==> src/rtl/core/msdf_defect_correction_macros.svh <==
// Assertion macros shared by the defect correction RTL.
// MDC_ASSERT checks a property at every rising clock edge outside reset.
// MDC_ASSERT_NEXT checks that a condition is followed by another in the next cycle.
`ifndef MSDF_DEFECT_CORRECTION_MACROS_SVH
`define MSDF_DEFECT_CORRECTION_MACROS_SVH
`ifndef SYNTH
`define MDC_ASSERT(label, clk, rst, prop) \
   label: assert property (@(posedge clk) disable iff (rst) (prop)) \
      else $error("%m: assertion failed");
`define MDC_ASSERT_NEXT(label, clk, rst, cond, prop) \
   label: assert property (@(posedge clk) disable iff (rst) (cond) |=> (prop)) \
      else $error("%m: assertion failed");
`else
`define MDC_ASSERT(label, clk, rst, prop)
`define MDC_ASSERT_NEXT(label, clk, rst, cond, prop)
`endif
`endif

==> src/rtl/core/mdc_pkg.sv <==
`default_nettype none

package mdc_pkg;

   localparam int PIX_W       = 24;
   localparam int CH_W        = 8;
   localparam int IMG_W_W     = 9;
   localparam int IMG_H_W     = 16;
   localparam int CSR_IDX_W   = 1;
   localparam int CSR_DATA_W  = 16;
   localparam int QUEUE_DEPTH = 4;

   localparam logic [CSR_IDX_W-1:0] CSR_IMAGE_WIDTH  = 1'b0;
   localparam logic [CSR_IDX_W-1:0] CSR_IMAGE_HEIGHT = 1'b1;

   localparam logic [IMG_W_W-1:0] IMAGE_WIDTH_RESET  = 9'd256;
   localparam logic [IMG_H_W-1:0] IMAGE_HEIGHT_RESET = 16'd256;

   // One classified pixel on its way from the front to the back.
   typedef struct packed {
      logic [PIX_W-1:0] pix;
      logic [CH_W-1:0]  med;
      logic [2:0]       up_sign;
      logic             first_col;
      logic             last_col;
      logic             last_row;
      logic             row_nz;
   } mdc_entry_type;

endpackage

`default_nettype wire

==> src/rtl/core/mdc_queue.sv <==
`default_nettype none

`include "msdf_defect_correction_macros.svh"

module mdc_queue (
   input  wire logic              clock,
   input  wire logic              reset,
   input  wire logic              push,
   input  mdc_pkg::mdc_entry_type push_data,
   output logic                   full,
   input  wire logic              pop,
   output mdc_pkg::mdc_entry_type head,
   output logic                   empty
);
   import mdc_pkg::*;

   localparam int AW = $clog2(QUEUE_DEPTH);

   mdc_entry_type slots_ff [QUEUE_DEPTH];
   logic [AW-1:0] wr_ptr_ff, wr_ptr_in, rd_ptr_ff, rd_ptr_in;
   logic [AW:0]   count_ff, count_in;
   logic          do_push, do_pop;

   assign full    = (count_ff == (AW+1)'(QUEUE_DEPTH));
   assign empty   = (count_ff == '0);
   assign do_push = push && !full;
   assign do_pop  = pop && !empty;
   assign head    = slots_ff[rd_ptr_ff];

   always_comb begin
      wr_ptr_in = do_push ? wr_ptr_ff + AW'(1) : wr_ptr_ff;
      rd_ptr_in = do_pop ? rd_ptr_ff + AW'(1) : rd_ptr_ff;
      count_in  = count_ff;
      if (do_push && !do_pop) begin
         count_in = count_ff + (AW+1)'(1);
      end else if (do_pop && !do_push) begin
         count_in = count_ff - (AW+1)'(1);
      end
   end

   always_ff @(posedge clock) begin
      if (reset) begin
         wr_ptr_ff <= '0;
         rd_ptr_ff <= '0;
         count_ff  <= '0;
      end else begin
         wr_ptr_ff <= wr_ptr_in;
         rd_ptr_ff <= rd_ptr_in;
         count_ff  <= count_in;
      end
   end

   always_ff @(posedge clock) begin
      if (do_push) begin
         slots_ff[wr_ptr_ff] <= push_data;
      end
   end

   `MDC_ASSERT(a_q_no_overflow, clock, reset, count_ff <= (AW+1)'(QUEUE_DEPTH))
   `MDC_ASSERT(a_q_no_underflow, clock, reset, !(pop && empty))
   `MDC_ASSERT_NEXT(a_q_push_fills, clock, reset, push && !full && !pop, !empty)
   `MDC_ASSERT(a_q_ptr_gap, clock, reset, AW'(wr_ptr_ff - rd_ptr_ff) == count_ff[AW-1:0])

endmodule

`default_nettype wire

==> config.mk <==
export PLATFORM = sky130hd
export DESIGN_NAME = mdc_queue
export DESIGN_NICKNAME = d
export VERILOG_FILES = /design/src/rtl/core/mdc_pkg.sv /design/src/rtl/core/mdc_queue.sv
export VERILOG_INCLUDE_DIRS = /design/src /design/src/rtl/core
export SDC_FILE = /design/constraint.sdc
export NUM_CORES = 1
export LEC_CHECK = 0
export ABC_AREA = 1
export BUFFER_PORTS_ARGS = -buffer_cell sky130_fd_sc_hd__buf_2
export CAP_MARGIN = 20
export CORE_MARGIN = 2
export CORE_UTILIZATION = 60
export CTS_BUF_LIST = sky130_fd_sc_hd__clkbuf_2
export CTS_CLUSTER_SIZE = 10
export DETAILED_ROUTE_END_ITERATION = 6
export GPL_ROUTABILITY_DRIVEN = 0
export GPL_TIMING_DRIVEN = 0
export PLACE_DENSITY = 0.86
export SYNTH_ARGS = -nofsm -noshare
export SYNTH_HDL_FRONTEND = slang
export SYNTH_SLANG_ARGS = --single-unit
export TNS_END_PERCENT = 5
==> constraint.sdc <==
create_clock -name clock -period 8.5 [get_ports clock]
set_input_delay 1.275 -clock clock [delete_from_list [all_inputs] [get_ports clock]]
set_output_delay 1.275 -clock clock [all_outputs]
set_load 0.1 [all_outputs]
# Yosys cells after proc, flatten, opt, wreduce, memory -nomap -nowiden
# Memory sizes are Yosys's and may differ from the RTL's. A register that Yosys moved wholly into a read port is not among the register bits.
# Index checks and enable logic that the tools add are counted.
# W data, S select, Z words.
[totals]
ramBits = 156
memories = 1
elab_cells = 25
inputBits = 43
ff_bits = 7
[memory_table]
columns = ["name", "depth", "word_bits", "read_ports", "rd_ports_with_merged_regs", "wr", "line", "source"]
rows = [
  ["slots_ff", 4, 39, 1, 1, 1, "mdc_queue.sv:19", "mdc_entry_type slots_ff [QUEUE_DEPTH];"],
]
[op_classes]
n_addsub = 4
reduce_logical = 10
eq_ne = 1
muxes = 6
[ops]
columns = ["op", "count"]
rows = [
  ["$mux W3", 2],
  ["$add A2 B1 Y2 const B", 2],
  ["$logic_and A1 B1 Y1", 4],
  ["$logic_not A1 Y1", 4],
  ["$mux W2", 2],
  ["$add A3 B1 Y3 const B", 1],
  ["$eq A3 B3 Y1 const B", 1],
  ["$logic_not A3 Y1", 1],
  ["$sub A3 B1 Y3 const B", 1],
  ["$mux W1", 2],
  ["$reduce_bool A2 Y1", 1],
]

# Depth between registers and ports, before layout
[logic_depth]
ltp_word = 7
mapped_depth = 13
depth_no_buf = 13

# Worst setup path after synthesis
# No wires, ideal clock.
[synth_path]
kind = "reg2out"
from = "reg with a tool-made name"
to = "out head[13] (netlist name)"
path_stages_with_launch = 6
arrival_ns = 2.251
setup_slack_ns = 4.974
n_path_buf = 3
cell_sequence = "dfxtp_1 -> buf_6 -> buf_6 -> buf_2 -> nor2_1 -> o22ai_1"
[synth_lines]
columns = ["element", "line", "source"]
rows = [
  ["to (decl)", "mdc_queue.sv:12", "output mdc_pkg::mdc_entry_type head,"],
]

==> metrics.md <==
| Metric | Value |
|---|---|
| Multi-input gate area | 1200 µm² |
| Worst Path Required | 7.22 ns |
| Run status | finished, final reports clean |
| Post-Synthesis Cells | 448 |
| TritonCTS clock tree | done |
| Worst Setup Start Kind | flip-flop |
| Final core occ | 0.706 |
| IO buf count | 83 |
| Htree depth | 4 |
| FF+latch count, synth | 165 |
| Die Area | 11300 µm² |
| Worst Tran Pin Value | 0.789 ns |
| Max-cap viol count | 0 |
| Share of the clock period used by the worst path | 0.438 |
| Synth async-reset ratio | 0 |
| Setup crit end kind | primary output |
| Grt total ovfl | 0 |
| Clock slew at reported path FFs | 0.23 ns |
| Ranking of synthesized cells by area | edfxtp_1 75%, o21ai_0 6.1%, nor2_1 5.5% |
| Top_reg_cell synth | edfxtp_1 |
| Hold Path Class | flip-flop to flip-flop |
| Post_cts resized | 0 |
| Die X-Extent | 106 µm |
| Routed WL per cell | 18.7 µm |
| DRT iter0 DRCs | 298 |
| Cell variety after synth | 22 |
| Mapped Avg Cell Area | 14.0 µm² |
| DR vias | 4028 |
| Final Hold Fails | 0 |
| Hold Buf Count CTS | 0 |
| RSZ-0062 raised after global routing | no |
| Layout cell share with drive strength beyond 1 | 0.254 |
| Antenna Cells | 0 |
| Num CTS Buffers | 17 |
| FF/Latch Area | 4860 µm² |
| Area Growth Syn to Fin | 15.1% |
| Post-synth top cells | 156 x edfxtp_1, 92 x nor2_1, 77 x o21ai_0, 39 x o22ai_1, 16 x inv_1 |
| Syn Std Cell Area | 6270 µm² |
| Clk_lat worst skew | 0.71 ns |
| Die Ht | 106 µm |
| Core Footprint | 10200 µm² |
| NumNets Final | 603 |
| Post-synth top area share | 0.747 |
| Critical path type | flip-flop to primary output |
| Worst hold slack | 0.546 ns |
| Clk_skew | 0.0294 ns |
| Num ports | 84 |
| Routed Antenna Nets | 0 |
| Max Slew Vio Count | 0 |
| First-pass GRT wire length | 19900 µm |
| First-pass DRT Iterations | 5 |
| Leakage power | 2.61 nW |
| Placement Rows | 37 |
| Pwr Density | 368 nW/µm² |
| GRT Overall Usage | 0.240 |
| Arr. time, crit path | 2.45 ns |
| Maximum fanout along the worst path | 10 |
| Fin crit period | 3.72 ns |
| WL final | 13100 µm |
| Final setup vio count | 0 |
| Clk root buf | clkbuf_2 |
| Worst slew margin | 0.473 |
| Initial Util | 0.613 |
| Syn Nets | 497 |
| Warnings from Yosys | 0 |
| Setup TNS | 0 ns |
| Max Buffers Root-to-Sink | 2 |
| DRC | 0 |
| Vias in the first global route | 4116 |
| Initial antenna violation count | 0 |
| Layout fillers | 662 |
| Sequential-to-total area share from yosys stat | 0.775 |
| Yosys top cell by area | edfxtp_1 |
| Post-CTS setup buffers | 0 |
| Maximum number of pins on one net before global-route repair | 25 |
| EDFF count, synth | 156 |
| Clk sinks | 165 |
| Final HPWL DP | 8340 µm |
| Top-count cell post-synth | edfxtp_1 |
| Max frequency | 0.269 GHz |
| Largest vdd supply drop | 267 µV |
| Vias per cell | 5.73 |
-- where the power goes --
| group | internal (W) | total (W) | leakage [nW] | switching [W] |
|---|---|---|---|---|
| combinational | 0.000210 | 0.00125 | 0.979 | 0.00104 |
| sequential | 0.000987 | 0.00101 | 1.50 | 0.0000275 |
| clock | 0.000112 | 0.000393 | 0.127 | 0.000280 |
| total | 0.00131 | 0.00266 | 2.61 | 0.00135 |
-- through the flow --
step,worst slack [ns],instances,power [W],instance area (µm²)
2_1_floorplan,4.97,448,0.00203,6270
3_3_place_gp,3.74,667,0.00224,6860
3_5_place_dp,5.54,671,0.00228,6990
4_1_cts,4.73,703,0.00267,7220
5_1_grt,4.60,703,0.00275,7220
6_report,4.78,703,0.00266,7220
-- critical path: stages (launching register included) --
cell      delay (ns)
dfxtp_1         0.40
inv_2           0.08
clkbuf_1        0.37
o21ai_0         0.21
o22ai_1         0.22
buf_2           0.47
-- layout make-up --
class                           count  area share
Buffer                             25      0.0229
Clock buffer                       17      0.0118
Clock inverter                     15      0.0198
Inverter                           18     0.00970
Multi-Input combinational cell    240       0.167
Sequential cell                   165       0.674
Tap cell                          136      0.0236
Timing Repair Buffer               87      0.0717
-- cell usage in the layout (no fill, tap or decap), drive strengths merged --
cell type  count
edfxtp       156
buf          103
clkinvlp       4
bufinv         1
clkbuf        26
nand2         15
nor2          92
clkinv         3
inv           25
fa             1
xor2           1
dfxtp          9
o22ai         39
a21oi          3
nand3b         1
ha             5
o21ai         79
nand3          4
-- cells by family after synthesis --
logic type / synth area share
xor+xnor: 0.00140
flops: 0.775
fa+ha+maj: 0.0132
compound gates: 0.104
buf+inv: 0.0375
simple gates: 0.0684
-- metal layers --
layer,global-route usage,vias up,share of wire
li1,-,1862,-
met1,0.289,1934,0.38
met2,0.402,213,0.51
met3,0.0681,19,0.085
met4,0.110,0,0.017
met5,0,-,0
-- path summary, 6_finish.rpt --
check | depth (start not counted) | startpoint | slack (ns) | end
worst max register to register | 9 | count_ff[0]$_SDFFE_PP0P_ | 6.21 | count_ff[1]$_SDFFE_PP0P_
worst min-delay path | 2 | rd_ptr_ff[0]$_SDFFE_PP0P_ | 0.55 | rd_ptr_ff[0]$_SDFFE_PP0P_
worst min register to register | 2 | rd_ptr_ff[0]$_SDFFE_PP0P_ | 0.55 | rd_ptr_ff[0]$_SDFFE_PP0P_
worst max-delay path | 5 | flip-flop | 4.78 | head[27]
-- sequential cells by signal (all words and copies together), names as in the netlist, named ones only --
signal	flops
rd_ptr_ff	2
wr_ptr_ff	2
slots_ff	156
count_ff	3
Note: power is estimated with default switching activity, not from simulation.
