**src/rtl/core/msdf_defect_correction_macros.svh**
```systemverilog
// Assertion macros shared by the defect correction RTL.
// MDC_ASSERT checks a property at every rising clock edge outside reset.
// MDC_ASSERT_NEXT checks that a condition is followed by another in the next cycle.
`ifndef MSDF_DEFECT_CORRECTION_MACROS_SVH
`define MSDF_DEFECT_CORRECTION_MACROS_SVH
`ifndef SYNTH
`define MDC_ASSERT(label, clk, rst, prop) \
   label: assert property (@(posedge clk) disable iff (rst) (prop)) \
      else $error("%m: assertion failed");
`define MDC_ASSERT_NEXT(label, clk, rst, cond, prop) \
   label: assert property (@(posedge clk) disable iff (rst) (cond) |=> (prop)) \
      else $error("%m: assertion failed");
`else
`define MDC_ASSERT(label, clk, rst, prop)
`define MDC_ASSERT_NEXT(label, clk, rst, cond, prop)
`endif
`endif

```
**src/rtl/core/mdc_pkg.sv**
```systemverilog
`default_nettype none

package mdc_pkg;

   localparam int PIX_W       = 24;
   localparam int CH_W        = 8;
   localparam int IMG_W_W     = 9;
   localparam int IMG_H_W     = 16;
   localparam int CSR_IDX_W   = 1;
   localparam int CSR_DATA_W  = 16;
   localparam int QUEUE_DEPTH = 4;

   localparam logic [CSR_IDX_W-1:0] CSR_IMAGE_WIDTH  = 1'b0;
   localparam logic [CSR_IDX_W-1:0] CSR_IMAGE_HEIGHT = 1'b1;

   localparam logic [IMG_W_W-1:0] IMAGE_WIDTH_RESET  = 9'd256;
   localparam logic [IMG_H_W-1:0] IMAGE_HEIGHT_RESET = 16'd256;

   // One classified pixel on its way from the front to the back.
   typedef struct packed {
      logic [PIX_W-1:0] pix;
      logic [CH_W-1:0]  med;
      logic [2:0]       up_sign;
      logic             first_col;
      logic             last_col;
      logic             last_row;
      logic             row_nz;
   } mdc_entry_type;

endpackage

`default_nettype wire

```
**src/rtl/core/mdc_back.sv**
```systemverilog
`default_nettype none

`include "msdf_defect_correction_macros.svh"

module mdc_back (
   input  wire logic                      clock,
   input  wire logic                      reset,
   input  wire logic                      q_empty,
   input  mdc_pkg::mdc_entry_type         q_head,
   output logic                           q_pop,
   output logic                           rsp_empty,
   input  wire logic                      rsp_pop,
   output logic [mdc_pkg::PIX_W-1:0]      rsp_pixel_out,
   output logic                           rsp_was_corrected,
   output logic                           rsp_last_of_input,
   output logic                           rsp_end_of_frame
);
   import mdc_pkg::*;

   logic             phase_ff, phase_in;
   logic [PIX_W-1:0] held_pix_ff, held_pix_in;
   logic [CH_W-1:0]  held_med_ff, held_med_in;
   logic [2:0]       held_up_ff, held_up_in;

   logic             out_valid_ff, out_valid_in;
   logic [PIX_W-1:0] out_pix_ff, out_pix_in;
   logic             out_corr_ff, out_corr_in;
   logic             out_last_ff, out_last_in;
   logic             out_eof_ff, out_eof_in;

   logic             out_adv, fix;
   logic [2:0]       held_sign, head_sign;

   function automatic logic is_defect(input logic [2:0] a, input logic [2:0] b);
      logic mixed_a, mixed_b, maj_a, maj_b;
      mixed_a = (a != 3'b000) && (a != 3'b111);
      mixed_b = (b != 3'b000) && (b != 3'b111);
      // Median above mid-scale exactly when most sign bits are set.
      maj_a = (a[0] & a[1]) | (a[0] & a[2]) | (a[1] & a[2]);
      maj_b = (b[0] & b[1]) | (b[0] & b[2]) | (b[1] & b[2]);
      return mixed_a && mixed_b && (a != b) && (maj_a == maj_b);
   endfunction

   assign out_adv   = !out_valid_ff || rsp_pop;
   assign held_sign = {held_pix_ff[3*CH_W-1], held_pix_ff[2*CH_W-1], held_pix_ff[CH_W-1]};
   assign head_sign = {q_head.pix[3*CH_W-1], q_head.pix[2*CH_W-1], q_head.pix[CH_W-1]};
   assign fix       = q_head.row_nz &&
                      (is_defect(held_sign, head_sign) || is_defect(held_sign, held_up_ff));

   always_comb begin
      q_pop        = 1'b0;
      phase_in     = phase_ff;
      held_pix_in  = held_pix_ff;
      held_med_in  = held_med_ff;
      held_up_in   = held_up_ff;
      out_valid_in = out_adv ? 1'b0 : out_valid_ff;
      out_pix_in   = out_pix_ff;
      out_corr_in  = out_corr_ff;
      out_last_in  = out_last_ff;
      out_eof_in   = out_eof_ff;
      if (!q_empty && out_adv) begin
         if (phase_ff || (q_head.first_col && q_head.last_col)) begin
            // Release the row's last pixel unchanged.
            q_pop        = 1'b1;
            phase_in     = 1'b0;
            out_valid_in = 1'b1;
            out_pix_in   = q_head.pix;
            out_corr_in  = 1'b0;
            out_last_in  = 1'b1;
            out_eof_in   = q_head.last_row;
         end else if (q_head.first_col) begin
            // Hold the first pixel of a row until its neighbor shows up.
            q_pop       = 1'b1;
            held_pix_in = q_head.pix;
            held_med_in = q_head.med;
            held_up_in  = q_head.up_sign;
         end else begin
            out_valid_in = 1'b1;
            out_pix_in   = fix ? {3{held_med_ff}} : held_pix_ff;
            out_corr_in  = fix;
            out_last_in  = !q_head.last_col;
            out_eof_in   = 1'b0;
            if (q_head.last_col) begin
               phase_in = 1'b1;
            end else begin
               q_pop       = 1'b1;
               held_pix_in = q_head.pix;
               held_med_in = q_head.med;
               held_up_in  = q_head.up_sign;
            end
         end
      end
   end

   always_ff @(posedge clock) begin
      if (reset) begin
         phase_ff     <= 1'b0;
         out_valid_ff <= 1'b0;
      end else begin
         phase_ff     <= phase_in;
         out_valid_ff <= out_valid_in;
      end
   end

   always_ff @(posedge clock) begin
      held_pix_ff <= held_pix_in;
      held_med_ff <= held_med_in;
      held_up_ff  <= held_up_in;
      out_pix_ff  <= out_pix_in;
      out_corr_ff <= out_corr_in;
      out_last_ff <= out_last_in;
      out_eof_ff  <= out_eof_in;
   end

   assign rsp_empty         = !out_valid_ff;
   assign rsp_pixel_out     = out_pix_ff;
   assign rsp_was_corrected = out_corr_ff;
   assign rsp_last_of_input = out_last_ff;
   assign rsp_end_of_frame  = out_eof_ff;

   `MDC_ASSERT(a_back_phase_has_head, clock, reset, !phase_ff || !q_empty)
   `MDC_ASSERT(a_back_corr_gray, clock, reset, !(out_valid_ff && out_corr_ff) || ((out_pix_ff[7:0] == out_pix_ff[15:8]) && (out_pix_ff[15:8] == out_pix_ff[23:16])))
   `MDC_ASSERT(a_back_eof_last, clock, reset, !(out_valid_ff && out_eof_ff) || (out_last_ff && !out_corr_ff))
   `MDC_ASSERT_NEXT(a_back_phase_next, clock, reset, phase_ff && !q_empty && out_adv, !phase_ff)

endmodule

`default_nettype wire

```
**config.mk**
```make
export PLATFORM = sky130hd
export DESIGN_NAME = mdc_back
export DESIGN_NICKNAME = d
export VERILOG_FILES = /design/src/rtl/core/mdc_pkg.sv /design/src/rtl/core/mdc_back.sv
export VERILOG_INCLUDE_DIRS = /design/src /design/src/rtl/core
export SDC_FILE = /design/constraint.sdc
export NUM_CORES = 1
export LEC_CHECK = 0
export BUFFER_PORTS_ARGS = -buffer_cell sky130_fd_sc_hd__buf_4
export CAP_MARGIN = 10
export CORE_MARGIN = 2
export CORE_UTILIZATION = 53
export CTS_BUF_LIST = sky130_fd_sc_hd__clkbuf_8
export CTS_CLUSTER_DIAMETER = 120
export DETAILED_ROUTE_END_ITERATION = 7
export GPL_TIMING_DRIVEN = 0
export PLACE_DENSITY = 0.89
export SLEW_MARGIN = 20
export SYNTH_ARGS = -nofsm -noshare
export SYNTH_HDL_FRONTEND = slang
export SYNTH_SLANG_ARGS = --single-unit
export TNS_END_PERCENT = 30
```
**constraint.sdc**
```tcl
create_clock -name clock -period 10.5 [get_ports clock]
set_input_delay 2.1 -clock clock [delete_from_list [all_inputs] [get_ports clock]]
set_output_delay 2.1 -clock clock [all_outputs]
set_load 0.05 [all_outputs]
```
* Word level (Yosys, flattened, before mapping)
Index checks and enable logic that the tools add are counted.
Cells by class: equal/unequal tests 9, mux-type cells 24, bitwise gates (word level) 16, reduce and logical (&&, ||, !) cells 25
Operators with widths (number):
- 24-bit 2-to-1 mux | 5
- 8-bit 2-to-1 mux | 2
- 1-bit 2-to-1 mux | 15
- 1-bit logical AND | 12
- 1-bit AND | 9
- 3-bit != test (second input constant) | 3
- 3-bit nonzero test | 3
- 3-bit 2-to-1 mux | 2
- 3-bit != test | 2
- 1-bit OR | 6
- 3-bit AND reduction | 2
- 2-bit by 1-bit != test with 1-bit output (second input constant) | 2
- 1-bit logical NOT | 3
- 1-bit logical OR | 3
- 1-bit equality test | 2
- 2-bit AND reduction | 1
- 2-bit nonzero test | 1
- 1-bit NOT | 1
Storage, ports and cells: register bits 64, bits of input ports 43, output and inout port bits 29, logic and storage cells 83

* Longest topological paths before layout
Gate-level depths: netlist of run 1.
word-level depth 10, depth in mapped cells 7, depth with buffers taken out 5

* Worst setup path after synthesis of run 1
OpenSTA, ideal clock, no wires.
path type in2reg, start input port rsp_pop, end register held_med_ff[0] (enable), setup time 471 ps, data arrival time 4730 ps, data required time 10029 ps, path slack 5299 ps, stages 3, buffers on the path 0, cells stage by stage nand2b_1 > nand2b_1 > nor3_1
Between the ends: longest elaborated chain between the ends 3
Ends and longest elaborated chain:
- start, declared | line mdc_back.sv:12 | input wire logic rsp_pop,
- 1-bit logical OR | line mdc_back.sv:44 | assign out_adv = !out_valid_ff || rsp_pop;
- 1-bit logical AND | line mdc_back.sv:61 | if (!q_empty && out_adv) begin
- 3-bit AND reduction (no line)
- end signal, assigned | line mdc_back.sv:107 | held_med_ff <= held_med_in;
- end, declared | line mdc_back.sv:22 | logic [CH_W-1:0] held_med_ff, held_med_in;
Every way passes these cells. A chain may end at the register's enable or synchronous reset.

* Worst setup path after layout of run 1
start input port rsp_pop, end output port q_pop
Between the ends: longest elaborated chain between the ends 3
Ends and longest elaborated chain:
- 1-bit logical OR | line mdc_back.sv:44
- 1-bit logical AND | line mdc_back.sv:61
- 1-bit 2-to-1 mux | line mdc_back.sv:61
- end, declared | line mdc_back.sv:10 | output logic q_pop,
Every way passes these cells.

==> reports/metrics.yaml, run 1 <==
placed_design:
  port_buffers: 71
  detailed_place_hpwl_um: 4060
  gp_congestion: 0.770
setup_path:
  rr_worst_depth: 7
  arrival_ns: 2.82
  r2r_start: "held_pix_ff[23]$_DFFE_PP_"
  path_delay_family: "simple AND/OR/NAND/NOR gates"
  critical_path.max_stage_delay_ns: 0.20
  path_buf_inv: 2
  critPathRequiredTime_ns: 8.40
  crit_chain: "buf_4 > nand2b_1 > nand2b_1 > nor2_1 > buf_4"
  r2r_end: "rsp_pixel_out[16]$_DFFE_PP_"
  cp_slowest_cell: "buf_4"
  end_kind: "output pin"
  crit_type: "input port to output pin"
  worst_setup_path_start_kind: "input port"
  r2r_slack_ns: 8.15
  path_max_fanout: 4
drt:
  viasPerCell: 5.60
  drc: 0
  ant_nets: 0
  drt-pass1-iter-count: 4
  wl_um: 5680
  wl_per_cell_um: 18.1
  via_count: 1757
  first_iter_violations: 142
cts:
  root_buffer: "clkbuf_8"
  cts_setup_buffers: 0
  cts_buffers: 9
  clock_sinks: 64
  cts_tree: "done"
  cts_resized: 0
  clkLatencyLatePin_ns: 0.35
  clock_path_buffers: 2
  clkTransAtPathRegs_ns: 0.07
  cts_hold_buf: 0
  h-tree-depth: 3
grt:
  grt_pass1_wl_um: 8440
  grt_usage_pct: 21.7
  grt_pass1_vias: 1713
  overflow: 0
  grt_max_degree: 28
  antenna_found_initial: 0
sta:
  fmax_mhz: 203
  hold_viol_final: 0
  slew_headroom_pct: 33.9
  setup_viol: 0
  setup_tns_ns: 0
  worst_slew_pin_slew_ns: 0.990
  clock_skew_ns: 0.00686
  drv_slew: 0
  grt_setup_unrepaired: "no"
  fin_crit_sh_pct: 46.9
  period_needed_ns: 4.92
floorplan:
  core_um2: 4790
  ios: 72
  die-area_um2: 5590
  fp-row-count: 25
  initial_core_util_pct: 55.5
  die_y_um: 74.8
  die_x_um: 74.8
status:
  outcome: "complete, no violations"
min_path:
  hold_path_depth: 2
  whs_endpoint: "out_valid_ff$_SDFF_PP0_"
  worstHoldStart: "out_valid_ff$_SDFF_PP0_"
  hold_path.class: "register to register"
finish:
  area_delta_synth_final_pct: 31.5
  diodes: 0
  layout.nets: 286
  postLayoutCoreUtil_pct: 72.9
  drive_gt1_share_pct: 42.1
synth:
  synth_simple_gate_area_share_pct: 7.21
  synth_top_family_by_area: "compound AO/OA/AOI/OAI gates"
  synth_cell_types: 29
  synth_area_um2: 2650
  synth.yosys.seq_area_share_pct: 71.7
  synth_edf_count: 62
  synthAdderAreaFrac_pct: 0
  yosysMostFrequentCell: "edfxtp_1"
  ys_ff_latch: 64
  ys_top_cells_by_count: "edfxtp_1 (62), o221a_1 (20), nor2_1 (14)"
  yosysTopAreaCellShare_pct: 70.2
  async_flop_share_pct: 0
  ys_warn_count: 0
  syn-num-nets: 201
  synthFlopType: "edfxtp_1"
  synth_xor_area_share_pct: 1.98
  netlist_instances: 158
  synthMuxAreaShare_pct: 0.377
  yosysTopAreaCell: "edfxtp_1"
  syn_area_per_cell_um2: 16.8
  synth_compound_area_share_pct: 16.1
  synth.area.top_cells: "edfxtp_1 (70%), o221a_1 (8.5%), nor2_1 (2.0%), buf_6 (1.7%), o221a_2 (1.7%)"
power_and_ir_drop:
  power.density_nw_per_um2: 177
  power.leakage_nw: 1.31
  ir_drop_mv: 0.130
  total_power_uw: 619
flow_run:
  drv_cap: 0
-- cell usage in the layout (no fill, tap or decap), types with 2 or more instances in the layout --
master / synthesis / layout
a21o_1: 2 / 2
a21oi_1: 3 / 3
a31oi_1: 2 / 2
and4b_1: 4 / 4
buf_4: 1 / 73
buf_6: 4 / 6
clkbuf_1: 2 / 2
clkbuf_8: 0 / 9
clkinv_2: 0 / 3
dfxtp_1: 2 / 2
edfxtp_1: 62 / 62
inv_1: 3 / 3
nand2b_1: 3 / 3
nor2_1: 14 / 14
nor4b_1: 5 / 5
o21ai_0: 8 / 8
o21ai_2: 3 / 3
o221a_1: 20 / 20
o221a_2: 4 / 4
xnor2_1: 3 / 3
xor2_1: 3 / 3
-- how the worst max path moves through the flow --
stage / start / to / slack [ns] / cells past startpoint
6_report: rsp_pop / q_pop / 5.58 / 5
5_1_grt: q_head[2] / q_pop / 5.49 / 4
4_1_cts: rsp_pop / q_pop / 5.57 / 5
3_5_place_dp: rsp_pop / q_pop / 5.58 / 5
3_3_place_gp: rsp_pop / held_pix_ff[17]$_DFFE_PP_ / 4.41 / 4
2_1_floorplan: rsp_pop / held_med_ff[0]$_DFFE_PP_ / 5.30 / 3
-- per-stage QoR --
| step | hold slack, ns | cells | worst slack (ns) | area (µm²) |
|---|---|---|---|---|
| after CTS | 0.531 | 314 | 5.57 | 3490 |
| after global placement | 0.479 | 296 | 4.41 | 3270 |
| after detailed placement | 0.522 | 299 | 5.58 | 3310 |
| final | 0.538 | 314 | 5.58 | 3490 |
| after floorplan | 0.464 | 158 | 5.30 | 2650 |
| after global routing | 0.552 | 314 | 5.49 | 3490 |
-- flip-flops by register name, summed over array words and instances, names as in the netlist --
register	flops
held_med_ff	8
held_pix_ff	24
held_up_ff	3
out_valid_ff	1
phase_ff	1
rsp_end_of_frame	1
rsp_last_of_input	1
rsp_pixel_out	24
rsp_was_corrected	1
-- routing by layer --
| layer | global-route usage [%] | vias up | wire length (µm) |
|---|---|---|---|
| met4 | 8.33 | 0 | 100 |
| met2 | 37.5 | 75 | 3080 |
| met1 | 24.6 | 852 | 2100 |
| met3 | 8.30 | 8 | 403 |
| met5 | 0 | - | 0 |
| li1 | - | 822 | - |
-- final cells by class --
class | instances | area [µm²]
Buffer | 7 | 60.1
Clock buffer | 9 | 124
Clock inverter | 6 | 61.3
Fill cell | 323 | 1290
Inverter | 3 | 11.3
Multi-Input combinational cell | 84 | 686
Sequential cell | 64 | 1900
Tap cell | 67 | 83.8
Timing Repair Buffer | 74 | 563
-- kinds of logic after synthesis --
logic type,count (synthesis)
AOI/OAI and AO/OA,45
xor gates and xnor gates,6
buffers and inverters,10
muxes,1
DFF,64
and+or+nand+nor,32
-- report_power, final --
group | switching, mW | internal [mW] | total [mW] | leakage, nW
clock network | 0.0947 | 0.107 | 0.202 | 0.0948
logic | 0.0682 | 0.0420 | 0.110 | 0.613
registers | 0.00537 | 0.302 | 0.307 | 0.599
-- worst min-delay path, cell delays in order, from the launching register on --
cell,delay (ns)
dfxtp_1,0.32
nand2b_1,0.10
a21oi_1,0.08
(Power assumes the default switching activity.)
==> run 2, diff against run 1 <==
- ABC_AREA: default -> 1
- PLACE_DENSITY: 0.89 -> 0.88
- clock period: 10.5 -> 4.7 ns (I/O delays scaled with it)
==> run 2 against run 1 <==
Final area increased by 4.7%. Highest routed layer unchanged. Clock skew increased by 0.0020 ns. Flip-flop and latch count unchanged. Largest cell class unchanged. Wire length rose by 10%. Critical path depth stayed put. Combinational power grew to 2.6 times the previous value. Final cell count grew 40%. Count of clock-buffer cells in the layout unchanged. Core utilization down 1.4 points.
==> reports/metrics.yaml, run 2 <==
status:
  outcome: "complete, no violations"
sta:
  worst_slack_ns: 1.63  # -3.95 ns
  drv_slew: 0  # unchanged
  clock_skew_ns: 0.00883  # +0.00198 ns
  grt_setup_unrepaired: "no"
  whs_ns: 0.529  # -0.00887 ns
  fmax_mhz: 326
  period_needed_ns: 3.07
  worst_slew_pin_slew_ns: 0.548  # -0.442 ns
  fin_crit_sh_pct: 65.3
  setup_tns_ns: 0  # unchanged
  hold_viol_final: 0  # unchanged
  slew_headroom_pct: 63.4  # +30 points
  setup_viol: 0  # unchanged
grt:
  grt_pass1_vias: 2143  # +25%
  grt_max_degree: 25  # -11%
  grt_usage_pct: 22.4  # +0.65 points
  antenna_found_initial: 0  # unchanged
  overflow: 0  # unchanged
  grt_pass1_wl_um: 9980  # +18%
synth:
  synth_edf_count: 62  # unchanged
  yosysTopAreaCell: "edfxtp_1"
  ys_ff_latch: 64  # unchanged
  synth_cell_types: 18  # -38%
  syn-num-nets: 326  # +62%
  yosysMostFrequentCell: "nand2_1"
  netlist_instances: 283  # +79%
  synthFlopType: "edfxtp_1"
  ys_warn_count: 0  # unchanged
  synth.area.top_cells: "edfxtp_1 (66%), nand2_1 (21%), nand3_1 (2.3%), xnor2_1 (1.6%), dfxtp_1 (1.4%)"
  yosysTopAreaCellShare_pct: 66.0  # -4.2 points
  synth_area_um2: 2820  # +6.3%
  syn_area_per_cell_um2: 9.97  # -41%
  synth.yosys.seq_area_share_pct: 67.4  # -4.3 points
  async_flop_share_pct: 0  # unchanged
  ys_top_cells_by_count: "nand2_1 (159), edfxtp_1 (62), nand3_1 (13)"
setup_path:
  r2r_slack_ns: 2.80  # -5.35 ns
  crit_type: "input port to output pin"
  worst_setup_path_start_kind: "input port"
  critPathRequiredTime_ns: 3.76  # -4.64 ns
  critical_path.max_stage_delay_ns: 0.44  # +0.24 ns
  r2r_start: "held_pix_ff[7]$_DFFE_PP_"
  cp_slowest_cell: "clkbuf_1"
  path_max_fanout: 10  # +6
  crit_chain: "buf_4 > a21oi_1 > clkbuf_1 > a21oi_1 > buf_4"
  rr_worst_depth: 13  # +6
  end_kind: "output pin"
  arrival_ns: 2.13  # -0.69 ns
  r2r_end: "rsp_pixel_out[10]$_DFFE_PP_"
drt:
  wl_per_cell_um: 14.2  # -21%
  first_iter_violations: 188  # +32%
  ant_nets: 0  # unchanged
  drt-pass1-iter-count: 4  # unchanged
  drc: 0  # unchanged
  viasPerCell: 5.02  # -10%
  wl_um: 6260  # +10%
  via_count: 2209  # +26%
finish:
  layout.nets: 409  # +43%
  final_cells: 440  # +40%
  final_common_cell: "nand2_1"
  diodes: 0  # unchanged
  area_delta_synth_final_pct: 29.5
  fillers: 370  # +15%
  drive_gt1_share_pct: 26.5  # -16 points
  final_cell_mix: "nand2_1 (159), buf_4 (71), edfxtp_1 (62), inv_1 (13), nand3_1 (13)"
cts:
  clock_path_buffers: 2  # unchanged
  root_buffer: "clkbuf_8"
  clkLatencyLatePin_ns: 0.33  # -0.02 ns
  cts_setup_buffers: 0  # unchanged
  cts_buffers: 9  # unchanged
  cts_resized: 0  # unchanged
  clock_sinks: 64  # unchanged
  cts_tree: "done"
  clkTransAtPathRegs_ns: 0.06  # about the same
  h-tree-depth: 3  # unchanged
  cts_hold_buf: 0  # unchanged
min_path:
  hold_path.class: "register to register"
  worstHoldStart: "phase_ff$_SDFFE_PP0P_"
  whs_endpoint: "phase_ff$_SDFFE_PP0P_"
  hold_path_depth: 2  # unchanged
floorplan:
  die-area_um2: 5920  # +6.0%
  fp-row-count: 26  # +4.0%
  initial_core_util_pct: 55.2  # -0.21 points
  die_x_um: 77.0  # +2.9%
  core_um2: 5110  # +6.7%
  ios: 72  # unchanged
  die_y_um: 77.0  # +2.9%
placed_design:
  dp_cells: 425  # +42%
  gp_congestion: 0.775  # +0.62%
  port_buffers: 70  # -1.4%
  detailed_place_hpwl_um: 4450  # +9.6%
  pre_cts_slack_ns: 1.64  # -3.94 ns
power_and_ir_drop:
  power.leakage_nw: 1.73  # +33%
  total_power_mw: 1.34  # +120%
  ir_drop_mv: 0.244  # +87%
  power.density_nw_per_um2: 368  # +110%
flow_run:
  drv_cap: 0  # unchanged
==> run 2: changes by cell type in the layout (fill, tap and decap cells not counted), sizes merged, moves of 5 or more <==
cell / delta
nand2: +160
nor2: -6
o21ai: -11
o221a: -24
inv: +15
nor4b: -5
nand3: +15
==> run 2: power by group <==
group	switching, mW	internal, mW
Combinational	0.191	0.0945
Sequential	0.0116	0.676
Clock	0.194	0.177
==> run 2: layout make-up <==
| class | count | area [µm²] | share of cell area [%] |
|---|---|---|---|
| Buffer | 10 | 58.8 | 1.61 |
| Tap cell | 70 | 87.6 | 2.40 |
| Timing Repair Buffer | 72 | 581 | 15.9 |
| Multi-Input combinational cell | 194 | 823 | 22.5 |
| Clock buffer | 9 | 124 | 3.39 |
| Sequential cell | 64 | 1900 | 52.0 |
| Clock inverter | 6 | 22.5 | 0.616 |
| Inverter | 15 | 56.3 | 1.54 |
==> run 2: metal layers <==
layer	global-route usage (%)	wire length (µm)	vias to the layer above
met3	4.00	401	9
met4	11.1	102	0
met5	0	0	-
li1	-	-	1081
met1	27.2	2450	1031
met2	38.5	3310	88
==> run 2: kinds of logic after synthesis <==
group           synth area share (%)
flops                           67.4
simple gates                    26.4
xor+xnor                        1.55
compound gates                 0.532
buf+inv                         4.08
==> run 2: metrics by stage <==
stage / area [µm²] / util, %
floorplan: 2820 / -
detailed placement: 3510 / 68.7
global route: 3650 / 71.6
global placement: 3430 / 67.2
CTS: 3650 / 71.6
finish: 3650 / 71.6
==> run 2: worst max-delay path by stage <==
| stage | startpoint | end | slack, ns |
|---|---|---|---|
| floorplan | q_head[2] | held_med_ff[0]$_DFFE_PP_ | 1.54 |
| global placement | q_head[2] | held_pix_ff[9]$_DFFE_PP_ | 0.79 |
| detailed placement | q_head[3] | q_pop | 1.64 |
| CTS | q_head[3] | q_pop | 1.63 |
| global route | q_head[3] | q_pop | 1.51 |
| finish | q_head[3] | q_pop | 1.63 |
==> run 2: critical path: cells and delay by family <==
kind / cells / cell delay [ns]
buffers and inverters: 3 / 0.80
AO/OA/AOI/OAI: 2 / 0.39
